## src/rtl/adc_gain_scale_trimmed_mean_defines.svh

```systemverilog
// ----------------------------------------------------------------------------
// adc_gain_scale_trimmed_mean_defines.svh
// Assertion macros shared by the block's RTL.
// ----------------------------------------------------------------------------
`ifndef ADC_GAIN_SCALE_TRIMMED_MEAN_DEFINES_SVH
`define ADC_GAIN_SCALE_TRIMMED_MEAN_DEFINES_SVH

// same-cycle implication
`define AGSTM_ASSERT_NOW(lbl, ante, cons) \
  lbl: assert property (@(posedge clk_i) disable iff (!rst_ni) (ante) |-> (cons)) \
    else $error("assertion failed");

// next-cycle implication
`define AGSTM_ASSERT_NXT(lbl, ante, cons) \
  lbl: assert property (@(posedge clk_i) disable iff (!rst_ni) (ante) |=> (cons)) \
    else $error("assertion failed");

`endif

```

## src/rtl/agstm_pkg.sv

```systemverilog
// ----------------------------------------------------------------------------
// agstm_pkg
// Widths, constants, gain table and shared types of the gain-scale averager.
// ----------------------------------------------------------------------------
`timescale 1ns / 1ps
`default_nettype none
package agstm_pkg;

  localparam int unsigned ChW    = 5;
  localparam int unsigned CodeW  = 10;
  localparam int unsigned MvW    = 18;
  localparam int unsigned SumW   = 22;
  localparam int unsigned CntW   = 5;
  localparam int unsigned GainKW = 21;
  localparam int unsigned ProdW  = GainKW + CodeW;
  localparam int unsigned DivW   = 4;
  localparam int unsigned Shift  = 13;

  localparam logic [CntW-1:0] CntReset = 5'd5;
  localparam logic [CntW-1:0] CntMin   = 5'd3;
  localparam logic [CntW-1:0] CntMax   = 5'd16;
  localparam logic [MvW-1:0]  MvMax    = 18'd142612;

  typedef struct packed {
    logic busy;
    logic done;
  } div_stat_t;

  // gain times 8, times 1000
  function automatic logic [GainKW-1:0] gain_k(input logic [ChW-1:0] ch);
    logic [GainKW-1:0] g;
    unique case (ch)
      5'd0:    g = 21'd1142000;
      5'd2:    g = 21'd15000;
      5'd7:    g = 21'd40000;
      5'd8:    g = 21'd50000;
      5'd9:    g = 21'd90000;
      5'd10:   g = 21'd55000;
      5'd11:   g = 21'd15000;
      5'd14:   g = 21'd55000;
      5'd1, 5'd3, 5'd4, 5'd5, 5'd6, 5'd12, 5'd13, 5'd15, 5'd16:
               g = 21'd8000;
      default: g = '0;
    endcase
    return g;
  endfunction

endpackage
`default_nettype wire

```

## src/rtl/agstm_div.sv

```systemverilog
// ----------------------------------------------------------------------------
// agstm_div
// Bit-serial restoring divider: one quotient bit per cycle, small divisor.
// ----------------------------------------------------------------------------
`timescale 1ns / 1ps
`default_nettype none
module agstm_div (
  input  wire logic                          clk_i,
  input  wire logic                          rst_ni,
  input  wire logic                          start_i,
  input  wire logic [agstm_pkg::SumW-1:0]    dividend_i,
  input  wire logic [agstm_pkg::DivW-1:0]    divisor_i,
  output agstm_pkg::div_stat_t               stat_o,
  output logic      [agstm_pkg::MvW-1:0]     quotient_o
);
  import agstm_pkg::*;

  localparam logic [CntW-1:0] LastBit = CntW'(SumW - 1);

  logic [SumW-1:0] work_q, work_d;
  logic [DivW-1:0] rem_q, rem_d;
  logic [DivW-1:0] dvs_q, dvs_d;
  logic [CntW-1:0] cnt_q, cnt_d;
  logic            busy_q, busy_d;
  logic            done_q, done_d;
  logic [DivW:0]   trial;
  logic            ge;

  assign trial = {rem_q, work_q[SumW-1]};
  assign ge    = trial >= {1'b0, dvs_q};

  always_comb begin
    work_d = work_q;
    rem_d  = rem_q;
    dvs_d  = dvs_q;
    cnt_d  = cnt_q;
    busy_d = busy_q;
    done_d = 1'b0;
    if (start_i) begin
      work_d = dividend_i;
      rem_d  = '0;
      dvs_d  = divisor_i;
      cnt_d  = '0;
      busy_d = 1'b1;
    end else if (busy_q) begin
      rem_d  = ge ? DivW'(trial - {1'b0, dvs_q}) : DivW'(trial);
      work_d = {work_q[SumW-2:0], ge};
      cnt_d  = cnt_q + 1'b1;
      if (cnt_q == LastBit) begin
        busy_d = 1'b0;
        done_d = 1'b1;
      end
    end
  end

  always_ff @(posedge clk_i or negedge rst_ni) begin
    if (!rst_ni) begin
      busy_q <= 1'b0;
      done_q <= 1'b0;
      cnt_q  <= '0;
    end else begin
      busy_q <= busy_d;
      done_q <= done_d;
      cnt_q  <= cnt_d;
    end
  end

  always_ff @(posedge clk_i) begin
    work_q <= work_d;
    rem_q  <= rem_d;
    dvs_q  <= dvs_d;
  end

  assign stat_o.busy = busy_q;
  assign stat_o.done = done_q;
  assign quotient_o  = work_q[MvW-1:0];

endmodule
`default_nettype wire

```

## src/rtl/adc_gain_scale_trimmed_mean.sv

```systemverilog
// ----------------------------------------------------------------------------
// adc_gain_scale_trimmed_mean
// ADC code to millivolt scaling with min/max-rejecting batch average.
// ----------------------------------------------------------------------------
// One beat in gives one beat out. After acceptance a sample passes the
// bit-serial multiplier (one code bit a cycle), the batch update and the load
// of the output register, which waits until that register is free, and the
// block then returns to idle to take the next beat. A sample that closes a
// batch also passes the bit-serial divider that forms the trimmed mean: it
// forms the quotient bits and then hands the quotient over. A new sample is
// taken while the previous result still waits in the output register.
`timescale 1ns / 1ps
`default_nettype none
`include "adc_gain_scale_trimmed_mean_defines.svh"
module adc_gain_scale_trimmed_mean #(
  parameter int unsigned CHANNELS = 17
) (
  input  wire logic                           clk_i,
  input  wire logic                           rst_ni,
  input  wire logic                           in_valid_i,
  output logic                                in_ready_o,
  input  wire logic [agstm_pkg::ChW-1:0]      channel_index_i,
  input  wire logic [agstm_pkg::CodeW-1:0]    adc_code_i,
  output logic                                out_valid_o,
  input  wire logic                           out_ready_i,
  output logic      [agstm_pkg::MvW-1:0]      scaled_millivolts_o,
  output logic                                average_valid_o,
  output logic      [agstm_pkg::MvW-1:0]      trimmed_average_o,
  input  wire logic                           cfg_valid_i,
  output logic                                cfg_ready_o,
  input  wire logic [agstm_pkg::CntW-1:0]     cfg_data_i
);
  import agstm_pkg::*;

  localparam logic [2:0] S_IDLE = 3'd0;
  localparam logic [2:0] S_MUL  = 3'd1;
  localparam logic [2:0] S_ACC  = 3'd2;
  localparam logic [2:0] S_DIV  = 3'd3;
  localparam logic [2:0] S_DONE = 3'd4;

  localparam logic [3:0] MulLast = 4'(CodeW - 1);

  logic [2:0]        state_q, state_d;
  logic [CntW-1:0]   scount_q, scount_d;
  logic [SumW-1:0]   sum_q, sum_d;
  logic [MvW-1:0]    min_q, min_d;
  logic [MvW-1:0]    max_q, max_d;
  logic [CntW-1:0]   seen_q, seen_d;
  logic [CodeW-1:0]  code_q, code_d;
  logic [GainKW-1:0] gk_q, gk_d;
  logic [ProdW-1:0]  prod_q, prod_d;
  logic [3:0]        mcnt_q, mcnt_d;
  logic              comp_q, comp_d;
  logic              ovalid_q, ovalid_d;
  logic [MvW-1:0]    omv_q, omv_d;
  logic              oavv_q, oavv_d;
  logic [MvW-1:0]    oavg_q, oavg_d;

  logic [GainKW:0]   mul_add;
  logic [MvW-1:0]    mv;
  logic [CntW-1:0]   n;
  logic [SumW-1:0]   new_sum;
  logic [MvW-1:0]    new_min;
  logic [MvW-1:0]    new_max;
  logic [CntW-1:0]   new_seen;
  logic [MvW:0]      drop;
  logic [SumW-1:0]   trimmed;
  logic              div_start;
  div_stat_t         div_stat;
  logic [MvW-1:0]    div_q;
  logic              out_free;
  logic              in_acc;

  assign in_acc   = in_valid_i && in_ready_o;
  assign out_free = !ovalid_q || out_ready_i;

  assign mul_add = {1'b0, prod_q[ProdW-1:CodeW]} + (code_q[0] ? {1'b0, gk_q} : '0);
  assign mv      = prod_q[ProdW-1:Shift];

  always_comb begin
    priority if (scount_q < CntMin) n = CntMin;
    else if (scount_q > CntMax)     n = CntMax;
    else                            n = scount_q;
  end

  assign new_sum  = sum_q + SumW'(mv);
  assign new_min  = (mv < min_q) ? mv : min_q;
  assign new_max  = (mv > max_q) ? mv : max_q;
  assign new_seen = seen_q + 1'b1;
  assign drop     = {1'b0, new_min} + {1'b0, new_max};
  assign trimmed  = (new_sum >= SumW'(drop)) ? (new_sum - SumW'(drop)) : '0;

  always_comb begin
    state_d   = state_q;
    scount_d  = scount_q;
    sum_d     = sum_q;
    min_d     = min_q;
    max_d     = max_q;
    seen_d    = seen_q;
    code_d    = code_q;
    gk_d      = gk_q;
    prod_d    = prod_q;
    mcnt_d    = mcnt_q;
    comp_d    = comp_q;
    ovalid_d  = ovalid_q;
    omv_d     = omv_q;
    oavv_d    = oavv_q;
    oavg_d    = oavg_q;
    div_start = 1'b0;

    if (cfg_valid_i) begin
      scount_d = cfg_data_i;
    end
    if (ovalid_q && out_ready_i) begin
      ovalid_d = 1'b0;
    end

    unique case (state_q)
      S_IDLE: begin
        if (in_valid_i) begin
          code_d  = adc_code_i;
          gk_d    = (32'(channel_index_i) < CHANNELS) ? gain_k(channel_index_i) : '0;
          prod_d  = '0;
          mcnt_d  = '0;
          state_d = S_MUL;
        end
      end
      S_MUL: begin
        prod_d = {mul_add, prod_q[CodeW-1:1]};
        code_d = {1'b0, code_q[CodeW-1:1]};
        mcnt_d = mcnt_q + 1'b1;
        if (mcnt_q == MulLast) begin
          state_d = S_ACC;
        end
      end
      S_ACC: begin
        if (new_seen >= n) begin
          div_start = 1'b1;
          comp_d    = 1'b1;
          sum_d     = '0;
          min_d     = '1;
          max_d     = '0;
          seen_d    = '0;
          state_d   = S_DIV;
        end else begin
          comp_d  = 1'b0;
          sum_d   = new_sum;
          min_d   = new_min;
          max_d   = new_max;
          seen_d  = new_seen;
          state_d = S_DONE;
        end
      end
      S_DIV: begin
        if (div_stat.done) begin
          state_d = S_DONE;
        end
      end
      S_DONE: begin
        if (out_free) begin
          ovalid_d = 1'b1;
          omv_d    = mv;
          oavv_d   = comp_q;
          oavg_d   = comp_q ? div_q : '0;
          state_d  = S_IDLE;
        end
      end
      default: state_d = S_IDLE;
    endcase
  end

  always_ff @(posedge clk_i or negedge rst_ni) begin
    if (!rst_ni) begin
      state_q  <= S_IDLE;
      scount_q <= CntReset;
      sum_q    <= '0;
      min_q    <= '1;
      max_q    <= '0;
      seen_q   <= '0;
      mcnt_q   <= '0;
      comp_q   <= 1'b0;
      ovalid_q <= 1'b0;
    end else begin
      state_q  <= state_d;
      scount_q <= scount_d;
      sum_q    <= sum_d;
      min_q    <= min_d;
      max_q    <= max_d;
      seen_q   <= seen_d;
      mcnt_q   <= mcnt_d;
      comp_q   <= comp_d;
      ovalid_q <= ovalid_d;
    end
  end

  always_ff @(posedge clk_i) begin
    code_q <= code_d;
    gk_q   <= gk_d;
    prod_q <= prod_d;
    omv_q  <= omv_d;
    oavv_q <= oavv_d;
    oavg_q <= oavg_d;
  end

  agstm_div u_div (
    .clk_i      (clk_i),
    .rst_ni     (rst_ni),
    .start_i    (div_start),
    .dividend_i (trimmed),
    .divisor_i  (DivW'(n - 5'd2)),
    .stat_o     (div_stat),
    .quotient_o (div_q)
  );

  assign in_ready_o          = (state_q == S_IDLE);
  assign cfg_ready_o         = 1'b1;
  assign out_valid_o         = ovalid_q;
  assign scaled_millivolts_o = omv_q;
  assign average_valid_o     = oavv_q;
  assign trimmed_average_o   = oavg_q;

  `AGSTM_ASSERT_NXT(a_busy_after_accept, in_acc, !in_ready_o)
  `AGSTM_ASSERT_NOW(a_avg_zero_off_batch, out_valid_o && !average_valid_o,
                    trimmed_average_o == '0)
  `AGSTM_ASSERT_NOW(a_mv_in_range, out_valid_o, scaled_millivolts_o <= MvMax)
  `AGSTM_ASSERT_NOW(a_div_only_in_div, div_stat.busy || div_stat.done, state_q == S_DIV)

endmodule
`default_nettype wire
```

## config.mk

```make
export PLATFORM = sky130hd
export DESIGN_NAME = adc_gain_scale_trimmed_mean
export DESIGN_NICKNAME = d
export VERILOG_FILES = /design/src/rtl/agstm_pkg.sv /design/src/rtl/agstm_div.sv /design/src/rtl/adc_gain_scale_trimmed_mean.sv
export VERILOG_INCLUDE_DIRS = /design/src /design/src/rtl
export SDC_FILE = /design/constraint.sdc
export NUM_CORES = 1
export LEC_CHECK = 0
export BUFFER_PORTS_ARGS = -buffer_cell sky130_fd_sc_hd__buf_2
export CAP_MARGIN = 15
export CORE_ASPECT_RATIO = 0.75
export CORE_MARGIN = 2
export CORE_UTILIZATION = 59
export CTS_BUF_LIST = sky130_fd_sc_hd__clkbuf_8
export DETAILED_ROUTE_END_ITERATION = 12
export GPL_TIMING_DRIVEN = 1
export PLACE_DENSITY = 0.77
export SLEW_MARGIN = 20
export SYNTH_ARGS = -nofsm -noshare
export SYNTH_HDL_FRONTEND = slang
export SYNTH_SLANG_ARGS = --single-unit
```

## constraint.sdc

```tcl
create_clock -name clk_i -period 7.55 [get_ports clk_i]
set_input_delay 0 -clock clk_i [delete_from_list [all_inputs] [get_ports clk_i]]
set_output_delay 0 -clock clk_i [all_outputs]
set_load 0.005 [all_outputs]
```

; ---- Word-level counts from Yosys, hierarchy flattened
; Memories as Yosys holds them, arrays and structs flattened. A register that Yosys moved wholly into a read port is not among the register bits.
; Cells that the tools add are included.
[totals]
ff_bits = 213
mem_bits_ro = 480
in_bits = 25
output_inout_bits = 40
word_cells = 98
n_memories = 1
[memory_table]
columns = memory, depth, word_bits, rd, rd_ports_with_merged_regs, wr, line
row1 = (no name shown), 32, 15, 1, 1, 0, agstm_pkg.sv:32  ; unique case (ch)
[op_classes]
add_sub_neg = 9
n_lt_le_gt_ge = 8
eq_ne = 10
n_mux = 38
reduce_logical = 11
[ops]
columns = operator, count
row1 = 22-bit 2-to-1 mux, 4
row2 = 18-bit 2-to-1 mux, 4
row3 = 31-bit one-hot mux with 2 select lines, 1
row4 = 31-bit 2-to-1 mux, 1
row5 = 5-bit 2-to-1 mux, 5
row6 = 21-bit by 21-bit adder with 22-bit output, 1
row7 = 22-bit by 18-bit adder with 22-bit output, 1
row8 = 22-bit by 19-bit >= comparator with 1-bit output, 1
row9 = 22-bit by 19-bit subtractor with 22-bit output, 1
row10 = 21-bit 2-to-1 mux, 1
row11 = 10-bit one-hot mux with 2 select lines, 1
row12 = 18-bit by 18-bit adder with 19-bit output, 1
row13 = 18-bit greater-than comparator, 1
row14 = 18-bit less-than comparator, 1
row15 = 3-bit 2-to-1 mux, 5
row16 = 3-bit one-hot mux with 5 select lines, 1
row17 = 1-bit 2-to-1 mux, 11
row18 = 5-bit by 1-bit adder with 5-bit output (second input constant), 2
row19 = 10-bit 2-to-1 mux, 1
row20 = 4-bit 2-to-1 mux, 2
row21 = 4-bit one-hot mux with 2 select lines, 1
row22 = 3-bit by 2-bit equality test with 1-bit output (second input constant), 2
row23 = 2-bit inequality test (second input constant), 3
row24 = 2-bit AND reduction, 3
row25 = other kinds (19), 21

; ---- Depth between registers and ports, before layout
[logic_depth]
ltp_word = 7
ltp_mapped = 30
mapped_depth_nobuf = 28

; ---- Cells and area by module
; Synthesis repeated with hierarchy kept, for this count alone.
[unflattened]
cells_unflattened = 1327
hier_area_um2 = 12971.2
[by_module_without_submodules]
columns = module, instances, cells_per_inst, area_each_um2, seq_area_each_um2
row1 = adc_gain_scale_trimmed_mean, 1, 1185, 11104.4, 4324.1
row2 = agstm_div, 1, 142, 1866.8, 1036.0

; ---- Worst setup path after synthesis
; OpenSTA, ideal clock, no wires.
[synth_path]
kind = reg-to-reg
startpoint = register min_q[1]
endpoint = register u_div.work_q[0], data pin
setup_ns = 0.150
t_arrival_ns = 6.625
t_required_ns = 7.400
slack_ns = 0.775
path_stages_with_launch = 29
n_path_buf = 3
period_less_slack_ns = 6.775
cell_sequence = dfstp_2 > inv_1 > ha_1 > a21o_1 > a21o_1 > a21o_1 > a211oi_1 > o21ai_1 > a21oi_1 > buf_2 > buf_2 > mux2i_1 > ha_1 > a21o_1 > a21oi_1 > o21bai_1 > a2111oi_0 > o31ai_1 > a2111o_1 > o311a_1 > xnor2_1 > ha_1 > nand2_1 > or3_1 > or4_1 > a21oi_1 > o31a_1 > buf_2 > o2bb2ai_1
[synth_between]
elab_chain_cells = 6
elab_cells_between_ends = 7
cone_classes = add/sub (2) / order compare (2) / mux (3)
[synth_lines]
columns = item, line
row1 = start: declaration, adc_gain_scale_trimmed_mean.sv:46  ; logic [MvW-1:0] min_q, min_d;
row2 = start signal: assignment, adc_gain_scale_trimmed_mean.sv:187  ; min_q <= min_d;
row3 = 18-bit less-than comparator, adc_gain_scale_trimmed_mean.sv:87  ; assign new_min = (mv < min_q) ? mv : min_q;
row4 = 18-bit 2-to-1 mux *, adc_gain_scale_trimmed_mean.sv:87
row5 = 18-bit by 18-bit adder with 19-bit output *, adc_gain_scale_trimmed_mean.sv:90  ; assign drop = {1'b0, new_min} + {1'b0, new_max};
row6 = 22-bit by 19-bit subtractor with 22-bit output / 22-bit by 19-bit >= comparator with 1-bit output (equally long branches), adc_gain_scale_trimmed_mean.sv:91  ; assign trimmed = (new_sum >= SumW'(drop)) ? (new_sum - SumW'(drop)) : '0;
row7 = 22-bit 2-to-1 mux *, adc_gain_scale_trimmed_mean.sv:91
row8 = 22-bit 2-to-1 mux *, agstm_div.sv:39  ; if (start_i) begin
row9 = named net u_div.work_d[0], agstm_div.sv:20  ; logic [SumW-1:0] work_q, work_d;
row10 = end signal: assignment, agstm_div.sv:69  ; work_q <= work_d;
row11 = end: declaration, agstm_div.sv:20
; Mark *: on every way through the listed nets, which the timed path passes. The rest lies on a longest branch.
; A chain may end at the register's enable or synchronous reset.

; ---- Final worst setup path
[layout_path]
startpoint = register min_q[1]
endpoint = register u_div.work_q[11], data pin
; The elaborated chain is that of the path after synthesis.

==> summary.txt <==
Final net count: 1568
Total gr overflow: 0
Vias post-DR: 10300
CTS Sinks: 193
Die width: 175 um
Post-Route WL: 31800 um
Met1 usage: 0.429
Initial antenna violation count: 0
TritonCTS buffer count: 17
# setup viols final: 0
Vias in the first global route: 9624
Arr. time, crit path: 7390 ps
Area growth from synthesis to layout: 11.0%
Diode count: 0
Tot GR Track Use: 0.279
Area leader, netlist: edfxtp_1
Crit-path max cell delay: 530 ps
Max-Cap Viols: 0
Synth unique cells: 85
Data required time at the worst endpoint: 7890 ps
Synth top area cells: edfxtp_1, dfrtp_1, ha_1
Crit start category: flip-flop
Gr busiest metal: met1
Post-Syn Area: 12900 sq um
Met2 GRT Util: 0.409
CP bufs+invs: 2
Critical path class: reg -> reg
Worst hold path class: in -> reg
Setup crit end kind: flip-flop
Asr flop ratio synth: 0.435
H-tree depth: 4
Clock skew: 22.0 ps
Final Wtd Congestion: 0.889
First-pass GRT wire length: 51000 um
GR Util met3: 0.0505
Total Neg Setup Slack: 0 ps
Commonest non-fill, non-tap cell in the layout: nand2_1
IO Count: 65
Crit-path slowest cell: dfstp_2
Antenna viol nets, final: 0
Fin crit share: 0.933
Root Driver: clkbuf_8
Detailed Routing Iterations Pass 1: 5
Fmax: 142 MHz
Placeable core area: 21300 sq um
CP delay by family, top: compound AO/OA/AOI/OAI gates
Synth warn: 0
Outcome: finished clean
Worst-Skew Late Latency: 490 ps
TritonCTS clock tree: yes
Minimum clock period: 7040 ps
Syn Nets: 1478
Synth Flop Type: edfxtp_1
Synth Instances: 1323
Mean Syn Cell Area: 9.76 sq um
Post-synth EDFFs: 105
Post-DP HPWL: 23200 um
Max-slew violations: 0
CTS Buffer Depth: 2
Relative slew slack: 0.311
Die ar.: 23100 sq um
Final Hold Fails: 0
DR iter-0 viols: 1013
Clk pin slew, worst setup/hold paths: 100 ps
Slew @ Worst Pin: 1030 ps
Rows: 46
CP dominant cell by count: a21o_1
Die H: 132 um
Number of remaining DRC errors: 0
Port bufs: 63
Most frequent cells in the layout: nand2_1, ha_1, edfxtp_1, inv_1, nor2_1
Seq/Total Area, Yosys: 0.415
Drt wl/cell: 18.6 um
CP Max Fanout: 20
RSZ-0062 raised after global routing: no
Register bit count reported by yosys: 193
Initial core utilization: 0.606
Yosys top cell area share: 0.244
Drt via density: 6.03
Fraction of layout cells with a size suffix above 1: 0.123
Largest net degree at the start of global routing: 58
cell type report:
cell class                      instances  area [sq um]
Clock buffer                           17           234
Clock inverter                         15           159
Fill cell                            1741          6970
Inverter                               94           353
Multi-Input combinational cell        984          7020
Sequential cell                       193          5360
Tap cell                              288           360
Timing Repair Buffer                  123           843
worst register-to-register path, stage by stage (launching register included):
cell and delay, ps:
dfstp_2 530, inv_1 70, ha_1 300, a21o_1 160
a21o_1 160, a21o_1 200, a211oi_1 220, o21ai_1 190
a21oi_2 330, mux2_2 380, ha_1 230, fa_1 420
a21o_1 180, a21oi_1 240, o21bai_1 90, a21oi_1 240
o21ai_1 200, a211oi_1 300, nor2b_1 200, xor2_1 90
ha_1 420, nand4_1 120, or3_1 340, or4_1 480
a21oi_1 240, o31a_1 170, buf_4 240, a32o_1 200
path summary, 6_finish.rpt:
path / startpoint / cells after the start / slack [ps] / end
worst max-delay path: min_q[1] / 27 / 510 / u_div.work_q[11]
worst min-delay path: channel_index_i[3] / 3 / 70 / gk_q[7]
worst max register to register: min_q[1] / 27 / 510 / u_div.work_q[11]
worst min register to register: u_div.rem_q[3] / 2 / 480 / u_div.rem_q[3]
max in group asynchronous: rst_ni / 4 / 5860 / max_q[5]
min in group asynchronous: rst_ni / 3 / 520 / max_q[10]
synthesized netlist by cell type, types with 23 or more instances:
master,number
nand2_1,133
ha_1,125
edfxtp_1,105
inv_1,93
nor2_1,83
a21oi_1,79
o21ai_0,73
dfrtp_1,64
xnor2_1,46
a22o_1,44
clkbuf_1,41
a21o_1,39
and2_1,37
nand3_1,26
nor3_1,25
xor2_1,23
cells by family (layout without fill, tap and decap cells):
group           after synthesis  count (layout)  synth area share
compound gates              366             366             0.196
xor+xnor                     69              69            0.0468
fa+ha+maj                   130             130             0.129
buf+inv                     146             249            0.0443
flops                       193             193             0.415
mux                          25              25            0.0200
other cells                   1               1          0.000290
simple gates                393             393             0.148
layer usage:
layer / vias to the layer above / share of wire
met2: 360 / 0.43
met4: 0 / 0.013
met5: - / 0
met1: 4933 / 0.49
li1: 5015 / -
met3: 24 / 0.071
timing repair:
action	4_1_cts	5_1_grt
buffers inserted	0	4
hold buffers	30	0
gates resized for setup	0	2
endpoints found under the setup margin	0	20
endpoints found under the hold margin	58	0
sequential cells by signal, indices dropped and copies added, names as in the netlist, 3 cells and up:
register	cells
code_q	10
gk_q	14
max_q	18
mcnt_q	4
min_q	18
prod_q	18
scaled_millivolts_o	18
scount_q	5
seen_q	5
state_q	3
sum_q	22
trimmed_average_o	18
u_div.cnt_q	5
u_div.dvs_q	4
u_div.rem_q	4
u_div.work_q	22
metrics by stage:
step	area [sq um]	setup WS, ps	util	instances	hold slack (ps)
6_report	14300	505	0.673	1714	68.4
5_1_grt	14300	6.27	0.673	1714	65.1
4_1_cts	14300	451	0.671	1710	43.1
2_1_floorplan	12900	775	-	1323	-296
3_3_place_gp	13600	715	0.638	1648	-34.0
3_5_place_dp	13600	507	0.639	1648	-29.6
Power is not shown: default switching activity piles up to over one toggle a cycle in this logic, so the estimate is an artifact.
